[config.mk]
export PLATFORM = sky130hd
export DESIGN_NAME = gcd_lcm_unit
export DESIGN_NICKNAME = d
export VERILOG_FILES = /design/src/gcdlcm_pkg.sv /design/src/gcd_lcm_unit.sv /design/src/gcdlcm_sub.sv /design/src/gcdlcm_core.sv
export SDC_FILE = /design/constraint.sdc
export NUM_CORES = 2
export LEC_CHECK = 0
export ABC_AREA = 0
export BUFFER_PORTS_ARGS = -buffer_cell sky130_fd_sc_hd__clkbuf_2
export CAP_MARGIN = 5
export CORE_MARGIN = 5
export CORE_UTILIZATION = 47
export DETAILED_ROUTE_END_ITERATION = 7
export PLACE_DENSITY = 0.61
export SLEW_MARGIN = 20
export SYNTH_ARGS = -nofsm -noshare
export SYNTH_HDL_FRONTEND = slang
export SYNTH_SLANG_ARGS = --single-unit
[constraint.sdc]
create_clock -name clock -period 8.15 [get_ports clock]
set_input_delay 1.63 -clock clock [delete_from_list [all_inputs] [get_ports clock]]
set_output_delay 1.63 -clock clock [all_outputs]
set_load 0.03 [all_outputs]
[src/gcdlcm_pkg.sv]
// Shared types for the GCD / LCM unit.
// No dependencies; imported by gcdlcm_core and gcd_lcm_unit.
package gcdlcm_pkg;

   // control from the top level into the sequencer
   typedef struct packed {
      logic start;  // request accepted this cycle
      logic take;   // finished result moves into the output register
   } ctl_type;

   // status from the sequencer back to the top level
   typedef struct packed {
      logic idle;   // ready for a new request
      logic done;   // result held, waiting for take
   } sts_type;

endpackage

[src/gcd_lcm_unit.sv]
// Top level of the GCD / LCM unit: request handshake and output register.
// Depends on gcdlcm_pkg and gcdlcm_core.
//
// Usage:
//   A request carries req_first_operand and req_second_operand and is taken
//   on a rising edge with req_valid high and req_stall low. Each request gives
//   exactly one response: rsp_common_divisor (gcd) and rsp_common_multiple
//   (a*b/gcd at double width), handed over when rsp_valid is high and
//   rsp_stall low. If either operand is zero the response is divisor 1,
//   multiple 0.
//   One request is worked on at a time; req_stall stays high while it is.
//   A zero operand goes straight to the finished state. Otherwise a binary
//   GCD (one shift or one subtract/swap per cycle through the shared
//   subtractor) runs first, then restoring division on the same subtractor,
//   then a multiply step and the move into the output register.
//   A finished response waits in the output register while rsp_stall is
//   high, and the next request is accepted meanwhile.
//   Reset (synchronous, active high) drops rsp_valid and returns to idle.
module gcd_lcm_unit #(
   parameter int unsigned OPERAND_BITS = 31
) (
   input  logic                        clock,
   input  logic                        reset,
   input  logic                        req_valid,
   output logic                        req_stall,
   input  logic [OPERAND_BITS-1:0]     req_first_operand,
   input  logic [OPERAND_BITS-1:0]     req_second_operand,
   output logic                        rsp_valid,
   input  logic                        rsp_stall,
   output logic [OPERAND_BITS-1:0]     rsp_common_divisor,
   output logic [2*OPERAND_BITS-1:0]   rsp_common_multiple
);
   import gcdlcm_pkg::*;

   ctl_type                     ctl;
   sts_type                     sts;
   logic [OPERAND_BITS-1:0]     core_divisor;
   logic [2*OPERAND_BITS-1:0]   core_multiple;

   logic                        rsp_valid_ff, rsp_valid_in;
   logic [OPERAND_BITS-1:0]     rsp_divisor_ff, rsp_divisor_in;
   logic [2*OPERAND_BITS-1:0]   rsp_multiple_ff, rsp_multiple_in;

   assign req_stall = ~sts.idle;
   assign ctl.start = req_valid & ~req_stall;
   assign ctl.take  = sts.done & (~rsp_valid_ff | ~rsp_stall);

   gcdlcm_core #(.OPERAND_BITS(OPERAND_BITS)) u_core (
      .clock           (clock),
      .reset           (reset),
      .ctl             (ctl),
      .first_operand   (req_first_operand),
      .second_operand  (req_second_operand),
      .sts             (sts),
      .common_divisor  (core_divisor),
      .common_multiple (core_multiple)
   );

   always_comb begin
      rsp_valid_in    = rsp_valid_ff;
      rsp_divisor_in  = rsp_divisor_ff;
      rsp_multiple_in = rsp_multiple_ff;
      priority if (ctl.take) begin
         rsp_valid_in    = 1'b1;
         rsp_divisor_in  = core_divisor;
         rsp_multiple_in = core_multiple;
      end else if (!rsp_stall) begin
         rsp_valid_in = 1'b0;
      end
   end

   always_ff @(posedge clock) begin
      if (reset) begin
         rsp_valid_ff <= 1'b0;
      end else begin
         rsp_valid_ff <= rsp_valid_in;
      end
      rsp_divisor_ff  <= rsp_divisor_in;
      rsp_multiple_ff <= rsp_multiple_in;
   end

   assign rsp_valid           = rsp_valid_ff;
   assign rsp_common_divisor  = rsp_divisor_ff;
   assign rsp_common_multiple = rsp_multiple_ff;

   // an accepted request keeps the core busy in the next cycle
   a_busy_after_start: assert property (@(posedge clock) disable iff (reset)
      ctl.start |=> !sts.idle)
      else $error("core idle right after accepting a request");

   a_divisor_nonzero: assert property (@(posedge clock) disable iff (reset)
      rsp_valid |-> (rsp_common_divisor != '0))
      else $error("zero divisor in response");

   // a zero multiple only comes from the zero operand path
   a_zero_multiple: assert property (@(posedge clock) disable iff (reset)
      (rsp_valid && rsp_common_multiple == '0) |-> (rsp_common_divisor == 1))
      else $error("zero multiple with divisor other than one");

endmodule

[src/gcdlcm_sub.sv]
// Shared subtract / compare unit of the GCD / LCM unit.
// No dependencies; used by gcdlcm_core for both the GCD and division phases.
module gcdlcm_sub #(
   parameter int unsigned WIDTH = 32
) (
   input  logic [WIDTH-1:0] lhs,
   input  logic [WIDTH-1:0] rhs,
   output logic [WIDTH-1:0] diff,
   output logic             ge
);

   logic [WIDTH:0] sum;

   assign sum  = {1'b0, lhs} - {1'b0, rhs};
   assign diff = sum[WIDTH-1:0];
   assign ge   = ~sum[WIDTH];

endmodule

[src/gcdlcm_core.sv]
// Sequencer and datapath registers: binary GCD, restoring division, multiply.
// Depends on gcdlcm_pkg and gcdlcm_sub.
module gcdlcm_core #(
   parameter int unsigned OPERAND_BITS = 31
) (
   input  logic                        clock,
   input  logic                        reset,
   input  gcdlcm_pkg::ctl_type         ctl,
   input  logic [OPERAND_BITS-1:0]     first_operand,
   input  logic [OPERAND_BITS-1:0]     second_operand,
   output gcdlcm_pkg::sts_type         sts,
   output logic [OPERAND_BITS-1:0]     common_divisor,
   output logic [2*OPERAND_BITS-1:0]   common_multiple
);
   import gcdlcm_pkg::*;

   localparam int unsigned N    = OPERAND_BITS;
   localparam int unsigned WIDE = 2 * OPERAND_BITS;
   localparam int unsigned KW   = $clog2(OPERAND_BITS);

   typedef enum logic [4:0] {
      ST_IDLE = 5'b00001,
      ST_GCD  = 5'b00010,
      ST_DIV  = 5'b00100,
      ST_MUL  = 5'b01000,
      ST_DONE = 5'b10000
   } state_type;

   state_type         state_ff, state_in;
   logic [N-1:0]      x_ff, x_in;
   logic [N-1:0]      y_ff, y_in;
   logic [KW-1:0]     k_ff, k_in;
   logic [N-1:0]      a_ff, a_in;      // first operand, then quotient
   logic [N-1:0]      b_ff, b_in;
   logic [N-1:0]      gcd_ff, gcd_in;
   logic [N-1:0]      rem_ff, rem_in;
   logic [KW-1:0]     cnt_ff, cnt_in;
   logic [WIDE-1:0]   prod_ff, prod_in;

   logic [N:0]        sub_lhs, sub_rhs, sub_diff;
   logic              sub_ge;
   logic [N:0]        trial;

   assign trial = {rem_ff, a_ff[N-1]};

   always_comb begin
      if (state_ff == ST_GCD) begin
         sub_lhs = {1'b0, x_ff};
         sub_rhs = {1'b0, y_ff};
      end else begin
         sub_lhs = trial;
         sub_rhs = {1'b0, gcd_ff};
      end
   end

   gcdlcm_sub #(.WIDTH(N + 1)) u_sub (
      .lhs  (sub_lhs),
      .rhs  (sub_rhs),
      .diff (sub_diff),
      .ge   (sub_ge)
   );

   always_comb begin
      state_in = state_ff;
      x_in     = x_ff;
      y_in     = y_ff;
      k_in     = k_ff;
      a_in     = a_ff;
      b_in     = b_ff;
      gcd_in   = gcd_ff;
      rem_in   = rem_ff;
      cnt_in   = cnt_ff;
      prod_in  = prod_ff;
      unique case (state_ff)
         ST_IDLE: begin
            if (ctl.start) begin
               a_in = first_operand;
               b_in = second_operand;
               x_in = first_operand;
               y_in = second_operand;
               k_in = '0;
               if (first_operand == '0 || second_operand == '0) begin
                  gcd_in   = N'(1);
                  prod_in  = '0;
                  state_in = ST_DONE;
               end else begin
                  state_in = ST_GCD;
               end
            end
         end
         ST_GCD: begin
            priority if (x_ff == '0 || y_ff == '0) begin
               gcd_in   = (x_ff | y_ff) << k_ff;
               rem_in   = '0;
               cnt_in   = '0;
               state_in = ST_DIV;
            end else if (!x_ff[0] && !y_ff[0]) begin
               x_in = x_ff >> 1;
               y_in = y_ff >> 1;
               k_in = k_ff + 1'b1;
            end else if (!x_ff[0]) begin
               x_in = x_ff >> 1;
            end else if (!y_ff[0]) begin
               y_in = y_ff >> 1;
            end else if (sub_ge) begin
               x_in = sub_diff[N-1:0];
            end else begin
               // keep x the larger one for the next subtract
               x_in = y_ff;
               y_in = x_ff;
            end
         end
         ST_DIV: begin
            if (sub_ge) begin
               rem_in = sub_diff[N-1:0];
            end else begin
               rem_in = trial[N-1:0];
            end
            a_in   = {a_ff[N-2:0], sub_ge};
            cnt_in = cnt_ff + 1'b1;
            if (cnt_ff == KW'(N - 1)) begin
               state_in = ST_MUL;
            end
         end
         ST_MUL: begin
            prod_in  = WIDE'(a_ff) * WIDE'(b_ff);
            state_in = ST_DONE;
         end
         ST_DONE: begin
            if (ctl.take) begin
               state_in = ST_IDLE;
            end
         end
         default: begin
            state_in = ST_IDLE;
         end
      endcase
   end

   always_ff @(posedge clock) begin
      if (reset) begin
         state_ff <= ST_IDLE;
      end else begin
         state_ff <= state_in;
      end
      x_ff    <= x_in;
      y_ff    <= y_in;
      k_ff    <= k_in;
      a_ff    <= a_in;
      b_ff    <= b_in;
      gcd_ff  <= gcd_in;
      rem_ff  <= rem_in;
      cnt_ff  <= cnt_in;
      prod_ff <= prod_in;
   end

   assign sts.idle        = (state_ff == ST_IDLE);
   assign sts.done        = (state_ff == ST_DONE);
   assign common_divisor  = gcd_ff;
   assign common_multiple = prod_ff;

endmodule
==> flow_metrics.tcl <==
set metrics [dict create \
    outcome "finished, violations left" \
    failed_checks "design-rule violations" \
    utilization_pct 51.5 \
    worstPathMaxFanout 13 \
    setup_tns_ns 0 \
    clkTransAtPathRegs_ns 0.06 \
    synth_top_area_share_pct 34.1 \
    yosys.area.top_type "fa_1" \
    hold_viol 0 \
    dieArea_um2 111000 \
    post_drt_wl_per_cell_um 22.3 \
    ys_ff_latch 357 \
    drv_slew 0 \
    dr.pass1.iters 8 \
    relSlewSlack_pct 28.2 \
    tightestPinTransition_ns 1.08 \
    clock-root-buffer "clkbuf_16" \
    row_count 118 \
    port_buffers 160 \
    crit_type "flip-flop to flip-flop" \
    yosysWarnings 0 \
    dpl.hpwl_um 118000 \
    yosys-top-cells-area "fa_1, edfxtp_1, ha_1" \
    finalSetupViolations 0 \
    die_x_um 334 \
    syn_area_per_cell_um2 9.71 \
    antenna_left 0 \
    cts_buffer_depth 3 \
    drt_iter0_drc 3005 \
    grt_max_degree 107 \
    tritoncts "done" \
    clock_latency_ns 0.61 \
    period_share_pct 97.3 \
    synthFlopType "edfxtp_1" \
    hold_ws_ns 0.417 \
    grt_first_pass_wirelength_um 227000 \
    ys_seq_area_share_pct 21.6 \
    dieHeight_um 334 \
    totalWireLength_um 146000 \
    synth_area_um2 49200 \
    skew_ns 0.0160 \
    antenna_found_initial 1 \
    core_region_area_um2 104000 \
    drc_errors 2 \
    min_period_ns 7.93 \
    ctsHtreeMaxLevel 2 \
    track_usage_pct 26.1 \
    cts_buffers 44 \
    fin_nets 6341 \
    vias_per_cell 5.49 \
    place_congestion 0.934 \
    fin_ws_ns 0.217 \
    cap_violations 0 \
    grt_pass1_vias 37100 \
    cp-end-kind "flip-flop" \
    cp-start-kind "flip-flop" \
    max_clock_freq_mhz 126 \
    drive_gt1_share_pct 8.96 \
    synth_cells 5074 \
    area_delta_synth_final_pct 8.62 \
    worst_ep_required_time_ns 8.48 \
    num_io_pins 161 \
    synth_nets 6267 \
    vias 36100 \
    dp_slack_ns 0.0351 \
    crit_arrival_ns 8.27 \
    rsz0062_at_grt "false" \
    grt-ovfl-total 0 \
    hold_buffers 0 \
    yosys.cell_types.count 74 \
    async_flop_share_pct 0 \
    synth_edf_count 351 \
    initial_utilization_pct 47.5 \
    clock-sinks 357 \
    holdCritPathClass "flip-flop to flip-flop" \
]
-- stage by stage --
| stage | instances | area [µm²] |
|---|---|---|
| 4_1_cts | 6532 | 53200 |
| 3_5_place_dp | 6454 | 51800 |
| 5_1_grt | 6560 | 53500 |
| 3_3_place_gp | 6454 | 51800 |
| 2_1_floorplan | 5074 | 49200 |
| 6_report | 6561 | 53500 |
-- metal layers --
metal / vias to the layer above / wire (µm) / track usage (%) / part of all wire, %
met1: 18300 / 63900 / 37.0 / 44
met5: - / 0 / 0 / 0
met2: 1331 / 65800 / 41.1 / 45
met4: 0 / 5720 / 8.70 / 3.9
li1: 16200 / - / - / -
met3: 220 / 10800 / 4.58 / 7.4
-- logic make-up (layout without fill, tap and decap cells) --
| group | count (synthesis) | after routing | synth area share (%) |
|---|---|---|---|
| flops | 357 | 357 | 21.6 |
| xor+xnor | 78 | 78 | 1.39 |
| mux | 143 | 143 | 3.01 |
| compound gates | 571 | 571 | 7.22 |
| simple gates | 1674 | 1674 | 16.7 |
| other cells | 0 | 1 | 0 |
| buf+inv | 1124 | 1230 | 8.62 |
| fa+ha+maj | 1127 | 1127 | 41.4 |
-- flip-flops by register name, indices dropped and copies added, names as in the netlist --
name / flops
u_core.k_ff: 5
u_core.cnt_ff: 5
rsp_common_multiple: 62
u_core.b_ff: 31
u_core.state_ff: 5
u_core.rem_ff: 31
rsp_common_divisor: 31
u_core.x_ff: 31
u_core.common_divisor: 31
u_core.y_ff: 31
rsp_valid: 1
u_core.common_multiple: 62
u_core.a_ff: 31
-- final timing paths --
kind                                                  from                    endpoint  slack [ns]  cells after the start
worst max-delay path                        u_core.b_ff[8]  u_core.common_multiple[53]        0.22                     23
worst min-delay path            u_core.common_multiple[31]     rsp_common_multiple[31]        0.42                      0
worst max register to register              u_core.b_ff[8]  u_core.common_multiple[53]        0.22                     23
worst min register to register  u_core.common_multiple[31]     rsp_common_multiple[31]        0.42                      0
-- cell usage in the layout (no fill, tap or decap), types with 14 or more instances in the layout --
cell / count
ha_1: 289
o21a_1: 14
nor4_1: 30
clkbuf_2: 160
a21oi_1: 200
nor3b_1: 34
nor2_1: 178
o21ai_0: 123
mux2_2: 39
nand3_1: 40
nand4_1: 32
a21boi_0: 21
and3_1: 18
a31oi_1: 16
or3_1: 15
fa_1: 838
mux2i_1: 104
edfxtp_1: 351
and2_1: 522
clkbuf_16: 44
a211oi_1: 35
buf_4: 160
inv_1: 824
nor3_1: 62
a21o_1: 51
xnor2_1: 49
nand2_1: 697
xor2_1: 29
-- worst max-delay path: stages, from the launching register on --
cell	delay [ns]
edfxtp_1	0.63
buf_4	0.29
nand2_1	0.10
fa_1	0.52
fa_1	0.55
fa_1	0.52
fa_1	0.58
inv_1	0.08
fa_1	0.55
fa_1	0.43
fa_1	0.49
inv_1	0.05
fa_1	0.47
inv_1	0.04
ha_1	0.38
and3_1	0.31
a221oi_1	0.39
o21bai_1	0.15
a21oi_2	0.26
o21a_1	0.20
nand2_1	0.16
a31oi_1	0.30
xnor2_1	0.15
nor2_1	0.05
-- final cells by class --
class / instances / area, µm²
fill: 9585 / 50300
tap: 1380 / 1730
multi-input combinational: 3593 / 34400
inverter: 824 / 3090
clock buffer: 48 / 1120
sequential: 357 / 10700
clock inverter: 30 / 313
antenna: 1 / 2.50
timing repair buffer: 328 / 2150
-- cells in the mapped netlist (7+ instances only) --
cell and instances:
a31oi_1 16, fa_1 838, mux2i_1 104, nor2b_1 7, nand4_1 32, buf_2 7, o21a_1 14, or3_1 15
nor3b_1 36, o211ai_1 11, o21ai_1 7, nand3_1 41, nand2b_1 11, a21boi_0 22, o22ai_1 9, a211oi_1 35
clkbuf_1 275, edfxtp_1 351, o22a_1 8, ha_1 289, and3_1 18, nor4_1 30, o21bai_1 12, buf_1 13
nand2_1 698, mux2_2 39, nor3_1 62, xnor2_1 49, inv_1 824, o31ai_1 9, o21ai_0 125, a21o_1 51
xor2_1 29, a21oi_1 203, nor2_1 178, and2_1 522
-- repair_timing --
| item | CTS | global route |
|---|---|---|
| gates resized for setup | 0 | 5 |
| endpoints found under the setup margin | 0 | 17 |
| buffers inserted | 0 | 28 |
Power is left out: the tool's default activity adds up to more than one toggle a clock period on the data nets, which glitch-free logic cannot reach.
